$ cat src/rtl/hsu_pkg.sv
// shared types, codes and helpers for the two-limit homing sequencer
package hsu_pkg;

  // command codes carried by cmd
  localparam logic CMD_START = 1'b0;
  localparam logic CMD_TICK  = 1'b1;

  // motion command codes
  localparam logic [1:0] OP_NONE = 2'd0;
  localparam logic [1:0] OP_STOP = 2'd1;
  localparam logic [1:0] OP_REL  = 2'd2;
  localparam logic [1:0] OP_ABS  = 2'd3;

  // phase codes as reported on the phase output
  localparam logic [3:0] PH_IDLE         = 4'd0;
  localparam logic [3:0] PH_SEEK_LO_FAST = 4'd1;
  localparam logic [3:0] PH_BACK_LO      = 4'd2;
  localparam logic [3:0] PH_SEEK_LO_SLOW = 4'd3;
  localparam logic [3:0] PH_CLEAR_LO     = 4'd4;
  localparam logic [3:0] PH_SEEK_HI_FAST = 4'd5;
  localparam logic [3:0] PH_BACK_HI      = 4'd6;
  localparam logic [3:0] PH_SEEK_HI_SLOW = 4'd7;
  localparam logic [3:0] PH_CLEAR_HI     = 4'd8;
  localparam logic [3:0] PH_DONE         = 4'd9;
  localparam logic [3:0] PH_ERROR        = 4'd10;

  // configuration register indexes
  localparam int CFG_INDEX_BITS = 3;
  localparam logic [CFG_INDEX_BITS-1:0] CFG_TIMEOUT  = 3'd0;
  localparam logic [CFG_INDEX_BITS-1:0] CFG_DEBOUNCE = 3'd1;
  localparam logic [CFG_INDEX_BITS-1:0] CFG_BACKOFF  = 3'd2;
  localparam logic [CFG_INDEX_BITS-1:0] CFG_CLEAR    = 3'd3;
  localparam logic [CFG_INDEX_BITS-1:0] CFG_SEEK     = 3'd4;

  // configuration reset values
  localparam logic [31:0] TIMEOUT_RESET  = 32'd30000;
  localparam logic [15:0] DEBOUNCE_RESET = 16'd50;
  localparam logic [19:0] BACKOFF_RESET  = 20'd200;
  localparam logic [19:0] CLEAR_RESET    = 20'd50;
  localparam logic [29:0] SEEK_RESET     = 30'd1000000;

  typedef enum logic [10:0] {
    ST_IDLE         = 11'b000_0000_0001,
    ST_SEEK_LO_FAST = 11'b000_0000_0010,
    ST_BACK_LO      = 11'b000_0000_0100,
    ST_SEEK_LO_SLOW = 11'b000_0000_1000,
    ST_CLEAR_LO     = 11'b000_0001_0000,
    ST_SEEK_HI_FAST = 11'b000_0010_0000,
    ST_BACK_HI      = 11'b000_0100_0000,
    ST_SEEK_HI_SLOW = 11'b000_1000_0000,
    ST_CLEAR_HI     = 11'b001_0000_0000,
    ST_DONE         = 11'b010_0000_0000,
    ST_ERROR        = 11'b100_0000_0000
  } state_t;

  typedef struct packed {
    logic [31:0] timeout_ms;
    logic [15:0] settle_ms;
    logic [19:0] backoff_len;
    logic [19:0] clear_steps;
    logic [29:0] seek_travel;
  } cfg_t;

  typedef struct packed {
    state_t      phase;
    logic [31:0] start_stamp;
    logic [31:0] settle_stamp;
    logic        driver_enabled;
    logic        homed;
    logic        pos_valid;
    logic [31:0] span;
  } ctx_t;

  typedef struct packed {
    logic [1:0]  op;
    logic [30:0] distance;
    logic        fast;
    logic        zero;
  } cmd_t;

  function automatic logic [3:0] phase_code(state_t s);
    logic [3:0] code;
    case (s)
      ST_IDLE:         code = PH_IDLE;
      ST_SEEK_LO_FAST: code = PH_SEEK_LO_FAST;
      ST_BACK_LO:      code = PH_BACK_LO;
      ST_SEEK_LO_SLOW: code = PH_SEEK_LO_SLOW;
      ST_CLEAR_LO:     code = PH_CLEAR_LO;
      ST_SEEK_HI_FAST: code = PH_SEEK_HI_FAST;
      ST_BACK_HI:      code = PH_BACK_HI;
      ST_SEEK_HI_SLOW: code = PH_SEEK_HI_SLOW;
      ST_CLEAR_HI:     code = PH_CLEAR_HI;
      ST_DONE:         code = PH_DONE;
      default:         code = PH_ERROR;
    endcase
    return code;
  endfunction

endpackage

$ cat src/rtl/hsu_step.sv
// next-state and motion command logic for one homing item
module hsu_step #(
  parameter int POSITION_BITS = 32
) (
  input  logic               cmd,
  input  logic [31:0]        now_ms,
  input  logic               limit_low,
  input  logic               limit_high,
  input  logic               move_done,
  input  logic signed [31:0] current_position,
  input  hsu_pkg::cfg_t      cfg,
  input  hsu_pkg::ctx_t      cur,
  output hsu_pkg::ctx_t      nxt,
  output hsu_pkg::cmd_t      res
);

  // span is the position wrapped to POSITION_BITS, sign extended back to 32
  localparam int SIGN_BIT = (POSITION_BITS < 32) ? POSITION_BITS - 1 : 31;

  logic [31:0] span_fit;
  logic [31:0] elapsed;
  logic [31:0] settle_elapsed;
  logic        active;
  logic [30:0] seek_pos;
  logic [30:0] seek_neg;
  logic [30:0] back_pos;
  logic [30:0] back_neg;
  logic [30:0] clear_pos;
  logic [30:0] clear_neg;

  always_comb begin
    for (int i = 0; i < 32; i++) begin
      span_fit[i] = (i <= SIGN_BIT) ? current_position[i] : current_position[SIGN_BIT];
    end
  end

  assign elapsed        = now_ms - cur.start_stamp;
  assign settle_elapsed = now_ms - cur.settle_stamp;

  assign seek_pos  = {1'b0, cfg.seek_travel};
  assign seek_neg  = 31'd0 - seek_pos;
  assign back_pos  = {11'd0, cfg.backoff_len};
  assign back_neg  = 31'd0 - back_pos;
  assign clear_pos = {11'd0, cfg.clear_steps};
  assign clear_neg = 31'd0 - clear_pos;

  assign active = !(cur.phase == hsu_pkg::ST_IDLE || cur.phase == hsu_pkg::ST_DONE ||
                    cur.phase == hsu_pkg::ST_ERROR);

  always_comb begin
    nxt          = cur;
    res.op       = hsu_pkg::OP_NONE;
    res.distance = '0;
    res.fast     = 1'b0;
    res.zero     = 1'b0;
    if (cmd == hsu_pkg::CMD_START) begin
      nxt.driver_enabled = 1'b1;
      nxt.homed          = 1'b0;
      nxt.pos_valid      = 1'b0;
      nxt.span           = '0;
      nxt.start_stamp    = now_ms;
      nxt.phase          = hsu_pkg::ST_SEEK_LO_FAST;
      res.op             = hsu_pkg::OP_ABS;
      res.distance       = seek_neg;
      res.fast           = 1'b1;
    end else if (active && elapsed >= cfg.timeout_ms) begin
      res.op             = hsu_pkg::OP_STOP;
      nxt.driver_enabled = 1'b0;
      nxt.homed          = 1'b0;
      nxt.pos_valid      = 1'b0;
      nxt.phase          = hsu_pkg::ST_ERROR;
    end else begin
      case (cur.phase)
        hsu_pkg::ST_IDLE, hsu_pkg::ST_DONE, hsu_pkg::ST_ERROR: begin
        end
        hsu_pkg::ST_SEEK_LO_FAST: begin
          if (limit_low) begin
            res.op       = hsu_pkg::OP_REL;
            res.distance = back_pos;
            nxt.phase    = hsu_pkg::ST_BACK_LO;
          end
        end
        hsu_pkg::ST_BACK_LO: begin
          if (move_done) begin
            res.op       = hsu_pkg::OP_REL;
            res.distance = seek_neg;
            nxt.phase    = hsu_pkg::ST_SEEK_LO_SLOW;
          end
        end
        hsu_pkg::ST_SEEK_LO_SLOW: begin
          if (limit_low) begin
            res.op           = hsu_pkg::OP_REL;
            res.distance     = clear_pos;
            nxt.settle_stamp = now_ms;
            nxt.phase        = hsu_pkg::ST_CLEAR_LO;
          end
        end
        hsu_pkg::ST_CLEAR_LO: begin
          // settle time restarts while the clear move is still running
          if (!move_done) begin
            nxt.settle_stamp = now_ms;
          end else if (settle_elapsed >= {16'd0, cfg.settle_ms}) begin
            res.zero     = 1'b1;
            res.op       = hsu_pkg::OP_ABS;
            res.distance = seek_pos;
            res.fast     = 1'b1;
            nxt.phase    = hsu_pkg::ST_SEEK_HI_FAST;
          end
        end
        hsu_pkg::ST_SEEK_HI_FAST: begin
          if (limit_high) begin
            res.op       = hsu_pkg::OP_REL;
            res.distance = back_neg;
            nxt.phase    = hsu_pkg::ST_BACK_HI;
          end
        end
        hsu_pkg::ST_BACK_HI: begin
          if (move_done) begin
            res.op       = hsu_pkg::OP_REL;
            res.distance = seek_pos;
            nxt.phase    = hsu_pkg::ST_SEEK_HI_SLOW;
          end
        end
        hsu_pkg::ST_SEEK_HI_SLOW: begin
          if (limit_high) begin
            res.op           = hsu_pkg::OP_REL;
            res.distance     = clear_neg;
            nxt.settle_stamp = now_ms;
            nxt.phase        = hsu_pkg::ST_CLEAR_HI;
          end
        end
        hsu_pkg::ST_CLEAR_HI: begin
          if (!move_done) begin
            nxt.settle_stamp = now_ms;
          end else if (settle_elapsed >= {16'd0, cfg.settle_ms}) begin
            nxt.span           = span_fit;
            nxt.phase          = hsu_pkg::ST_DONE;
            nxt.homed          = 1'b1;
            nxt.pos_valid      = 1'b1;
            nxt.driver_enabled = 1'b0;
          end
        end
        default: begin
          // corrupted state encoding
          res.op             = hsu_pkg::OP_STOP;
          nxt.driver_enabled = 1'b0;
          nxt.homed          = 1'b0;
          nxt.pos_valid      = 1'b0;
          nxt.phase          = hsu_pkg::ST_ERROR;
        end
      endcase
    end
  end

endmodule

$ cat src/rtl/two_limit_homing_sequencer_unit.sv
// top level of the two-limit stepper homing sequencer
//
// Usage: send a start item (cmd 0) to enable the driver and begin a fast
// seek toward the lower limit, then send tick items (cmd 1) carrying the
// millisecond time, both limit switches, move_done and the engine position.
// Every accepted item produces exactly one result item: the motion command
// for that item plus the phase, flags, driver enable and recorded span.
// Input and result channels use valid/ready; a transfer happens when both
// are high. Configuration registers are written through the cfg channel
// (cfg_ready is always high); the user must write them only while no item
// is in flight, as the block itself does not enforce this. Each item is
// captured in the input register, then its result in the result register.
// Throughput: one item per cycle while the receiver accepts results, set by
// the single state update stage between the two registers.
// When the receiver stalls, the result register holds and the input
// register fills; in_ready drops only once both are occupied.
// Reset returns the sequencer to idle with flags cleared, the driver off
// and all configuration registers at their default values.
module two_limit_homing_sequencer_unit #(
  parameter int POSITION_BITS = 32
) (
  input  logic                               clk,
  input  logic                               rst,
  input  logic                               in_valid,
  output logic                               in_ready,
  input  logic                               cmd,
  input  logic [31:0]                        now_ms,
  input  logic                               limit_low,
  input  logic                               limit_high,
  input  logic                               move_done,
  input  logic signed [31:0]                 current_position,
  output logic                               out_valid,
  input  logic                               out_ready,
  output logic [1:0]                         motion_op,
  output logic signed [30:0]                 motion_distance,
  output logic                               fast_speed,
  output logic                               zero_position,
  output logic                               driver_on,
  output logic [3:0]                         phase,
  output logic                               is_homed,
  output logic                               position_valid,
  output logic signed [31:0]                 travel_span,
  input  logic                               cfg_valid,
  output logic                               cfg_ready,
  input  logic [hsu_pkg::CFG_INDEX_BITS-1:0] cfg_index,
  input  logic [31:0]                        cfg_data
);

  hsu_pkg::cfg_t cfg;
  hsu_pkg::ctx_t ctx;
  hsu_pkg::ctx_t ctx_next;
  hsu_pkg::cmd_t res;

  // input register
  logic               s1_valid;
  logic               s1_cmd;
  logic [31:0]        s1_now_ms;
  logic               s1_limit_low;
  logic               s1_limit_high;
  logic               s1_move_done;
  logic signed [31:0] s1_position;
  logic               s2_load;

  assign cfg_ready = 1'b1;
  assign s2_load   = s1_valid && (!out_valid || out_ready);
  assign in_ready  = !s1_valid || s2_load;

  always_ff @(posedge clk) begin
    if (rst) begin
      cfg.timeout_ms  <= hsu_pkg::TIMEOUT_RESET;
      cfg.settle_ms   <= hsu_pkg::DEBOUNCE_RESET;
      cfg.backoff_len <= hsu_pkg::BACKOFF_RESET;
      cfg.clear_steps <= hsu_pkg::CLEAR_RESET;
      cfg.seek_travel <= hsu_pkg::SEEK_RESET;
    end else if (cfg_valid && cfg_ready) begin
      case (cfg_index)
        hsu_pkg::CFG_TIMEOUT:  cfg.timeout_ms  <= cfg_data;
        hsu_pkg::CFG_DEBOUNCE: cfg.settle_ms   <= cfg_data[15:0];
        hsu_pkg::CFG_BACKOFF:  cfg.backoff_len <= cfg_data[19:0];
        hsu_pkg::CFG_CLEAR:    cfg.clear_steps <= cfg_data[19:0];
        hsu_pkg::CFG_SEEK:     cfg.seek_travel <= cfg_data[29:0];
        default: begin
        end
      endcase
    end
  end

  always_ff @(posedge clk) begin
    if (rst) begin
      s1_valid <= 1'b0;
    end else if (in_valid && in_ready) begin
      s1_valid <= 1'b1;
    end else if (s2_load) begin
      s1_valid <= 1'b0;
    end
  end

  always_ff @(posedge clk) begin
    if (in_valid && in_ready) begin
      s1_cmd        <= cmd;
      s1_now_ms     <= now_ms;
      s1_limit_low  <= limit_low;
      s1_limit_high <= limit_high;
      s1_move_done  <= move_done;
      s1_position   <= current_position;
    end
  end

  hsu_step #(
    .POSITION_BITS(POSITION_BITS)
  ) u_step (
    .cmd              (s1_cmd),
    .now_ms           (s1_now_ms),
    .limit_low        (s1_limit_low),
    .limit_high       (s1_limit_high),
    .move_done        (s1_move_done),
    .current_position (s1_position),
    .cfg              (cfg),
    .cur              (ctx),
    .nxt              (ctx_next),
    .res              (res)
  );

  always_ff @(posedge clk) begin
    if (rst) begin
      ctx.phase          <= hsu_pkg::ST_IDLE;
      ctx.start_stamp    <= '0;
      ctx.settle_stamp   <= '0;
      ctx.driver_enabled <= 1'b0;
      ctx.homed          <= 1'b0;
      ctx.pos_valid      <= 1'b0;
      ctx.span           <= '0;
      out_valid          <= 1'b0;
    end else if (s2_load) begin
      ctx       <= ctx_next;
      out_valid <= 1'b1;
    end else if (out_ready) begin
      out_valid <= 1'b0;
    end
  end

  // result register payload
  always_ff @(posedge clk) begin
    if (s2_load) begin
      motion_op       <= res.op;
      motion_distance <= res.distance;
      fast_speed      <= res.fast;
      zero_position   <= res.zero;
      driver_on       <= ctx_next.driver_enabled;
      phase           <= hsu_pkg::phase_code(ctx_next.phase);
      is_homed        <= ctx_next.homed;
      position_valid  <= ctx_next.pos_valid;
      travel_span     <= ctx_next.span;
    end
  end

  a_done_flags: assert property (@(posedge clk) disable iff (rst)
    (out_valid && phase == hsu_pkg::PH_DONE) |-> (!driver_on && is_homed && position_valid))
    else $error("done result without homed flags or with driver enabled");

  a_error_flags: assert property (@(posedge clk) disable iff (rst)
    (out_valid && phase == hsu_pkg::PH_ERROR) |-> (!driver_on && !is_homed && !position_valid))
    else $error("error result with driver or flags still set");

  a_start_seek: assert property (@(posedge clk) disable iff (rst)
    (s2_load && s1_cmd == hsu_pkg::CMD_START) |=>
      (out_valid && phase == hsu_pkg::PH_SEEK_LO_FAST && driver_on &&
       motion_op == hsu_pkg::OP_ABS && fast_speed))
    else $error("start transfer did not launch the fast lower seek");

  a_idle_cmd: assert property (@(posedge clk) disable iff (rst)
    (out_valid && (motion_op == hsu_pkg::OP_NONE || motion_op == hsu_pkg::OP_STOP)) |->
      (motion_distance == '0 && !fast_speed))
    else $error("none or stop command carries distance or speed");

endmodule
$ cat config.mk
export PLATFORM = sky130hd
export DESIGN_NAME = two_limit_homing_sequencer_unit
export DESIGN_NICKNAME = d
export VERILOG_FILES = /design/src/rtl/hsu_pkg.sv /design/src/rtl/hsu_step.sv /design/src/rtl/two_limit_homing_sequencer_unit.sv
export SDC_FILE = /design/constraint.sdc
export NUM_CORES = 1
export LEC_CHECK = 0
export ABC_AREA = 1
export BUFFER_PORTS_ARGS = -buffer_cell sky130_fd_sc_hd__buf_2
export CAP_MARGIN = 40
export CORE_UTILIZATION = 66
export CTS_CLUSTER_DIAMETER = 200
export DETAILED_ROUTE_END_ITERATION = 16
export PLACE_DENSITY_LB_ADDON = 0.08
export SKIP_CTS_REPAIR_TIMING = 1
export SLEW_MARGIN = 10
export SYNTH_ARGS = -nofsm -noshare
export SYNTH_HDL_FRONTEND = slang
export SYNTH_SLANG_ARGS = --single-unit
$ cat constraint.sdc
create_clock -name clk -period 10.7 [get_ports clk]
set_input_delay 1.07 -clock clk [delete_from_list [all_inputs] [get_ports clk]]
set_output_delay 1.07 -clock clk [all_outputs]
set_load 0.01 [all_outputs]
==> results of run 1 <==
==> logic make-up after synthesis <==
kind of cell / count (synthesis) / share of synthesized area (%)
AOI/OAI and AO/OA: 695 / 17.1
buffers and inverters: 648 / 11.4
and+or+nand+nor: 1093 / 21.6
adders and majority gates: 115 / 6.68
xor gates and xnor gates: 60 / 2.41
other: 1 / 0.0172
DFF: 372 / 40.7
==> per-stage QoR <==
step | worst slack, ps | area (um2)
2_1_floorplan | 6190 | 21800
3_3_place_gp | 4860 | 22900
3_5_place_dp | 4640 | 23100
4_1_cts | 4630 | 24300
5_1_grt | 4030 | 24300
6_report | 4500 | 24300
==> placed cells by master, fill, tap and decap left out, drive strengths merged, types with 6 or more instances in the layout <==
cell,Yosys,final
nand3,155,155
a31oi,13,13
o31ai,7,7
nand2,619,619
o221ai,10,10
xnor2,12,12
buf,23,201
o21ai,290,290
xor2,48,48
nand4,62,62
nand3b,6,6
and2,6,6
nor2,182,182
nor4,14,14
o211ai,26,26
edfxtp,142,142
ha,113,113
clkbuf,76,55
o22ai,19,19
a21oi,300,300
dfxtp,230,230
inv,545,546
o21a,7,7
clkinv,4,14
a211oi,6,6
nor3,39,39
or2,6,6
==> flip-flops by register name, summed over array words and instances, names as in the netlist, 2 cells and up <==
signal and cells:
ctx 110, travel_span 32, s1_position 32, motion_distance 31, s1_now_ms 32, cfg 118, phase 4, motion_op 2
==> report_power, final <==
group,total (mW),internal [mW],switching [mW]
Sequential,1.58,1.54,0.0382
Clock,1.32,0.763,0.554
Combinational,0.595,0.202,0.394
Total,3.49,2.51,0.986
==> cell type report <==
class	count	area (um2)	share of cell area [%]
multi-input combinational	1964	10400	42.8
sequential	372	8870	36.4
inverter	549	2070	8.49
timing repair buffer	201	1200	4.91
clock buffer	55	1100	4.51
tap	442	553	2.27
clock inverter	14	128	0.524
antenna	3	7.51	0.0308
==> path summary, 6_finish.rpt <==
check,start,end,slack (ps),depth (start not counted)
worst max-delay path,s1_now_ms[0]$_DFFE_PP_,motion_distance[0]$_DFFE_PP_,4500,28
worst min-delay path,ctx[80]$_SDFFE_PP0P_,ctx[80]$_SDFFE_PP0P_,460,2
worst max register to register,s1_now_ms[0]$_DFFE_PP_,motion_distance[0]$_DFFE_PP_,4500,28
worst min register to register,ctx[80]$_SDFFE_PP0P_,ctx[80]$_SDFFE_PP0P_,460,2
==> worst max-delay path: cells and delay by family (launching register included) <==
kind                       cells  cell delay [ps]
adders and majority gates      3              820
and+or+nand+nor               10             1590
buffers and inverters          4             1160
AOI/OAI and AO/OA             10             1880
xor gates and xnor gates       1              170
DFF                            1              390
==> routing by layer <==
| layer | track usage, % | routed length (um) | up-vias |
|---|---|---|---|
| met5 | 0 | 0 | - |
| met4 | 12.9 | 1850 | 0 |
| met3 | 4.28 | 4630 | 133 |
| met2 | 59.8 | 28200 | 958 |
| met1 | 45.8 | 25000 | 9494 |
| li1 | - | - | 10130 |
==> impl_metrics.tcl, run 1 <==
set metrics [dict create \
    rows 66 \
    critPathSlowestCell "nand2_2" \
    irDropWorstVdd_uv 138 \
    start_kind "register" \
    ys_ff_latch 372 \
    place_congestion 0.986 \
    leakage_nw 11.4 \
    crit_path_end_kind "register" \
    die-area_mm2 0.0337 \
    grt_max_degree 95 \
    synth_cell_types 56 \
    netlist.area_leader.share_pct 21.1 \
    grt_remaining_overflow 0 \
    utilization_pct 74.8 \
    dp_cells 3527 \
    via_per_inst 5.75 \
    synth_cells 2984 \
    p_per_area_mw_per_mm2 143 \
    coreArea_mm2 0.0325 \
    numPortBuffers 183 \
    synth_largest_area_cell "dfxtp_1" \
    nFillCells 2519 \
    vias 20715 \
    min_path_type "reg2reg" \
    total_power_mw 3.49 \
    synthArstFlopShare_pct 0 \
    dp_hpwl_mm 44.2 \
    layout.cells.non_filler 3600 \
    layout.nets 3349 \
    status "finished clean" \
    wl_per_cell_um 16.6 \
    synth_ff_type "dfxtp_1" \
    path_max_fanout 39 \
    clk_pin_slew_ps 60 \
    rsz0062_at_grt "false" \
    syn_nets 3207 \
    syn_area_per_cell_um2 7.30 \
    clock_path_buffers 3 \
    ys_warn_count 0 \
    finalSetupTns_ps 0 \
    routed_wl_mm 59.7 \
    hold_viol_final 0 \
    start_util_pct 66.9 \
    grt_pass1_vias 19247 \
    cts_sinks 372 \
    cts_tree "done" \
    grt_pass1_wl_mm 95.0 \
    synth-edff-count 142 \
    die_w_um 184 \
    yosysMostFrequentCell "nand2_1" \
    maxSlewHeadroom_pct 39.8 \
    first_pass_iters 6 \
    required_ps 11110 \
    htreeDepth 2 \
    synth_area_leaders "dfxtp_1 21%, edfxtp_1 20%, nand2_1 11%, inv_1 9.2%, a21oi_1 6.9%" \
    synth_seq_area_share_pct 40.7 \
    synth_area_mm2 0.0218 \
    drtIter0Drc 2034 \
    critPathKind "reg2reg" \
    die_y_um 184 \
    layout-drive-gt1-share_pct 9.45 \
    tightest_slew_ps 900 \
    ant_nets 0 \
    timing.fmax_mhz 161 \
    drv_cap 0 \
    pin_count 185 \
    min_period_over_period_pct 58.0 \
    slowest_delay_ps 670 \
    clockRootBuffer "clkbuf_16" \
    final.min_clock_period_ps 6200 \
    setup_viol 0 \
    netlist_top_cells_count "613 x nand2_1, 533 x inv_1, 299 x a21oi_1" \
    finalClockSkew_ps 18.5 \
    whs_ps 461 \
    slew_viol_final 0 \
    cpMostUsedCell "nand2_1" \
    grt_usage_pct 35.1 \
    area_growth_pct 11.8 \
    drc 0 \
    cp_data_arrival_time_ps 6610 \
    cts_buffers 38 \
    clk_latency_ps 550 \
    antenna_found_initial 3 \
]
Note: power is estimated with default switching activity, not from simulation.
==> run 2, diff against run 1 <==
--- a/config.mk
+++ b/config.mk
@@ -8,7 +8,7 @@
 export ABC_AREA = 1
 export BUFFER_PORTS_ARGS = -buffer_cell sky130_fd_sc_hd__buf_2
 export CAP_MARGIN = 40
-export CORE_UTILIZATION = 66
+export CORE_UTILIZATION = 61
 export CTS_CLUSTER_DIAMETER = 200
 export DETAILED_ROUTE_END_ITERATION = 16
 export PLACE_DENSITY_LB_ADDON = 0.08
==> constraint.sdc (replaced) <==
create_clock -name clk -period 6.35 [get_ports clk]
set_input_delay 0.635 -clock clk [delete_from_list [all_inputs] [get_ports clk]]
set_output_delay 0.635 -clock clk [all_outputs]
set_load 0.01 [all_outputs]
==> impl_metrics.tcl, run 2 (synthesis gave the netlist of run 1 again) <==
set metrics [dict create \
    antenna_found_initial 5 \
    vias 20275 \
    place_congestion 0.953 \
    multi_input_area_mm2 0.0104 \
    layout.cells.non_filler 3616 \
    min_period_over_period_pct 89.6 \
    timing.rr.start "s1_now_ms[0]$_DFFE_PP_" \
    cts_buffers 39 \
    clkPwrFrac_pct 39.4 \
    nFillCells 2918 \
    seqPwrFrac_pct 44.0 \
    coreArea_mm2 0.0348 \
    cp_data_arrival_time_ps 5980 \
    drtIter0Drc 1635 \
    endpoint "motion_distance[0]$_DFFE_PP_" \
    clk_latency_ps 560 \
    layout.nets 3350 \
    start_kind "register" \
    p_per_area_mw_per_mm2 248 \
    pwr-share-comb_pct 16.6 \
    finalSetupTns_ps 0 \
    die_w_um 191 \
    slew_viol_final 0 \
    die-area_mm2 0.0365 \
    top_regs "cfg x118, ctx x110" \
    path_max_fanout 30 \
    startpoint "s1_now_ms[0]$_DFFE_PP_" \
    rows 68 \
    wl_per_cell_um 16.5 \
    dp_hpwl_mm 44.3 \
    routed_wl_mm 59.7 \
    stdcell_area_mm2 0.0244 \
    p_int_mw 4.36 \
    maxSlewHeadroom_pct 43.3 \
    cpMostUsedCell "nand2_1" \
    r2r-end "motion_distance[0]$_DFFE_PP_" \
    netSwitchingPower_mw 1.68 \
    critPathSlowestCell "fa_1" \
    drv_cap 0 \
    cts_tree "done" \
    via_per_inst 5.61 \
    drc 0 \
    largest_reg_flops 118 \
    grt_pass1_vias 19044 \
    tightest_slew_ps 849 \
    grt_pass1_wl_mm 95.3 \
    reg2reg_depth 27 \
    leakage_nw 11.4 \
    htreeDepth 2 \
    min_path_type "in2reg" \
    slowest_delay_ps 400 \
    whs_ps 246 \
    dp_cells 3540 \
    critPathKind "reg2reg" \
    utilization_pct 70.1 \
    first_pass_iters 6 \
    irDropWorstVdd_uv 296 \
    top_register "cfg" \
    finalClockSkew_ps 11.7 \
    grt_max_degree 92 \
    seqCellArea_mm2 0.00887 \
    pin_count 185 \
    rsz0062_at_grt "false" \
    ant_nets 0 \
    grt_remaining_overflow 0 \
    setup_viol 0 \
    required_ps 6640 \
    final_cell_mix "612 x nand2_1, 531 x inv_1, 299 x a21oi_1, 247 x o21ai_0, 230 x dfxtp_1" \
    final.min_clock_period_ps 5690 \
    timing.fmax_mhz 176 \
    cts_sinks 372 \
    clk_pin_slew_ps 60 \
    grt_usage_pct 32.9 \
    hold_viol_final 0 \
    numPortBuffers 183 \
    crit_path_end_kind "register" \
    status "finished clean" \
    clock_path_buffers 3 \
    placed_cell_area_mm2 0.0230 \
    die_y_um 191 \
    area_growth_pct 12.0 \
    start_util_pct 62.6 \
    swShare_pct 27.9 \
    layout-drive-gt1-share_pct 9.57 \
    worst-r2r-setup-slack_ps 660 \
    clockRootBuffer "clkbuf_16" \
    final_common_cell "nand2_1" \
]
[run 2: area by class of cell]
class	instances	share of cell area, %
Multi-Input combinational cell	1964	42.7
Clock buffer	52	4.51
Inverter	549	8.47
Sequential cell	372	36.4
Clock inverter	18	0.913
Tap cell	455	2.33
Timing Repair Buffer	201	4.64
Antenna cell	5	0.0513
[run 2: stage by stage]
| step | power, mW | setup slack [ps] |
|---|---|---|
| floorplan | 3.39 | 1840 |
| global placement | 3.64 | 1140 |
| detailed placement | 3.68 | 838 |
| CTS | 6.05 | 765 |
| global route | 6.28 | 327 |
| finish | 6.04 | 662 |
[run 2: worst min path at each step]
stage / start / to / slack [ps] / cells past startpoint
after floorplan: cfg[101]$_SDFFE_PP0P_ / cfg[101]$_SDFFE_PP0P_ / 440 / 2
after global placement: cfg[97]$_SDFFE_PP0P_ / cfg[97]$_SDFFE_PP0P_ / 440 / 2
after detailed placement: cfg[116]$_SDFFE_PP0P_ / cfg[116]$_SDFFE_PP0P_ / 450 / 2
after CTS: now_ms[1] / s1_now_ms[1]$_DFFE_PP_ / 220 / 1
after global routing: current_position[3] / s1_position[3]$_DFFE_PP_ / 230 / 1
final: current_position[3] / s1_position[3]$_DFFE_PP_ / 250 / 1
[run 2: power by group through the flow]
stage                     clock network [mW]  registers [mW]  logic [mW]
after detailed placement                   0            2.71       0.973
after global placement                     0            2.70       0.938
final                                   2.38            2.66        1.00
after global routing                    2.49            2.67        1.12
after floorplan                            0            2.70       0.685
after CTS                               2.41            2.66       0.984
[run 2: worst max-delay path, delay by kind of cell (launching register included)]
family / cells / cell delay [ps]
AO/OA/AOI/OAI: 7 / 1590
XOR/XNOR: 1 / 170
adder cells (fa/ha/maj): 3 / 870
buffers and inverters: 4 / 850
flip-flops: 1 / 390
AND/OR/NAND/NOR: 12 / 1530
[run 2: layer usage]
metal | track usage, % | vias to the layer above | wire (um)
met2 | 53.7 | 768 | 27400
li1 | - | 10148 | -
met4 | 13.7 | 0 | 2090
met5 | 0 | - | 0
met1 | 43.7 | 9234 | 26200
met3 | 4.61 | 125 | 4050
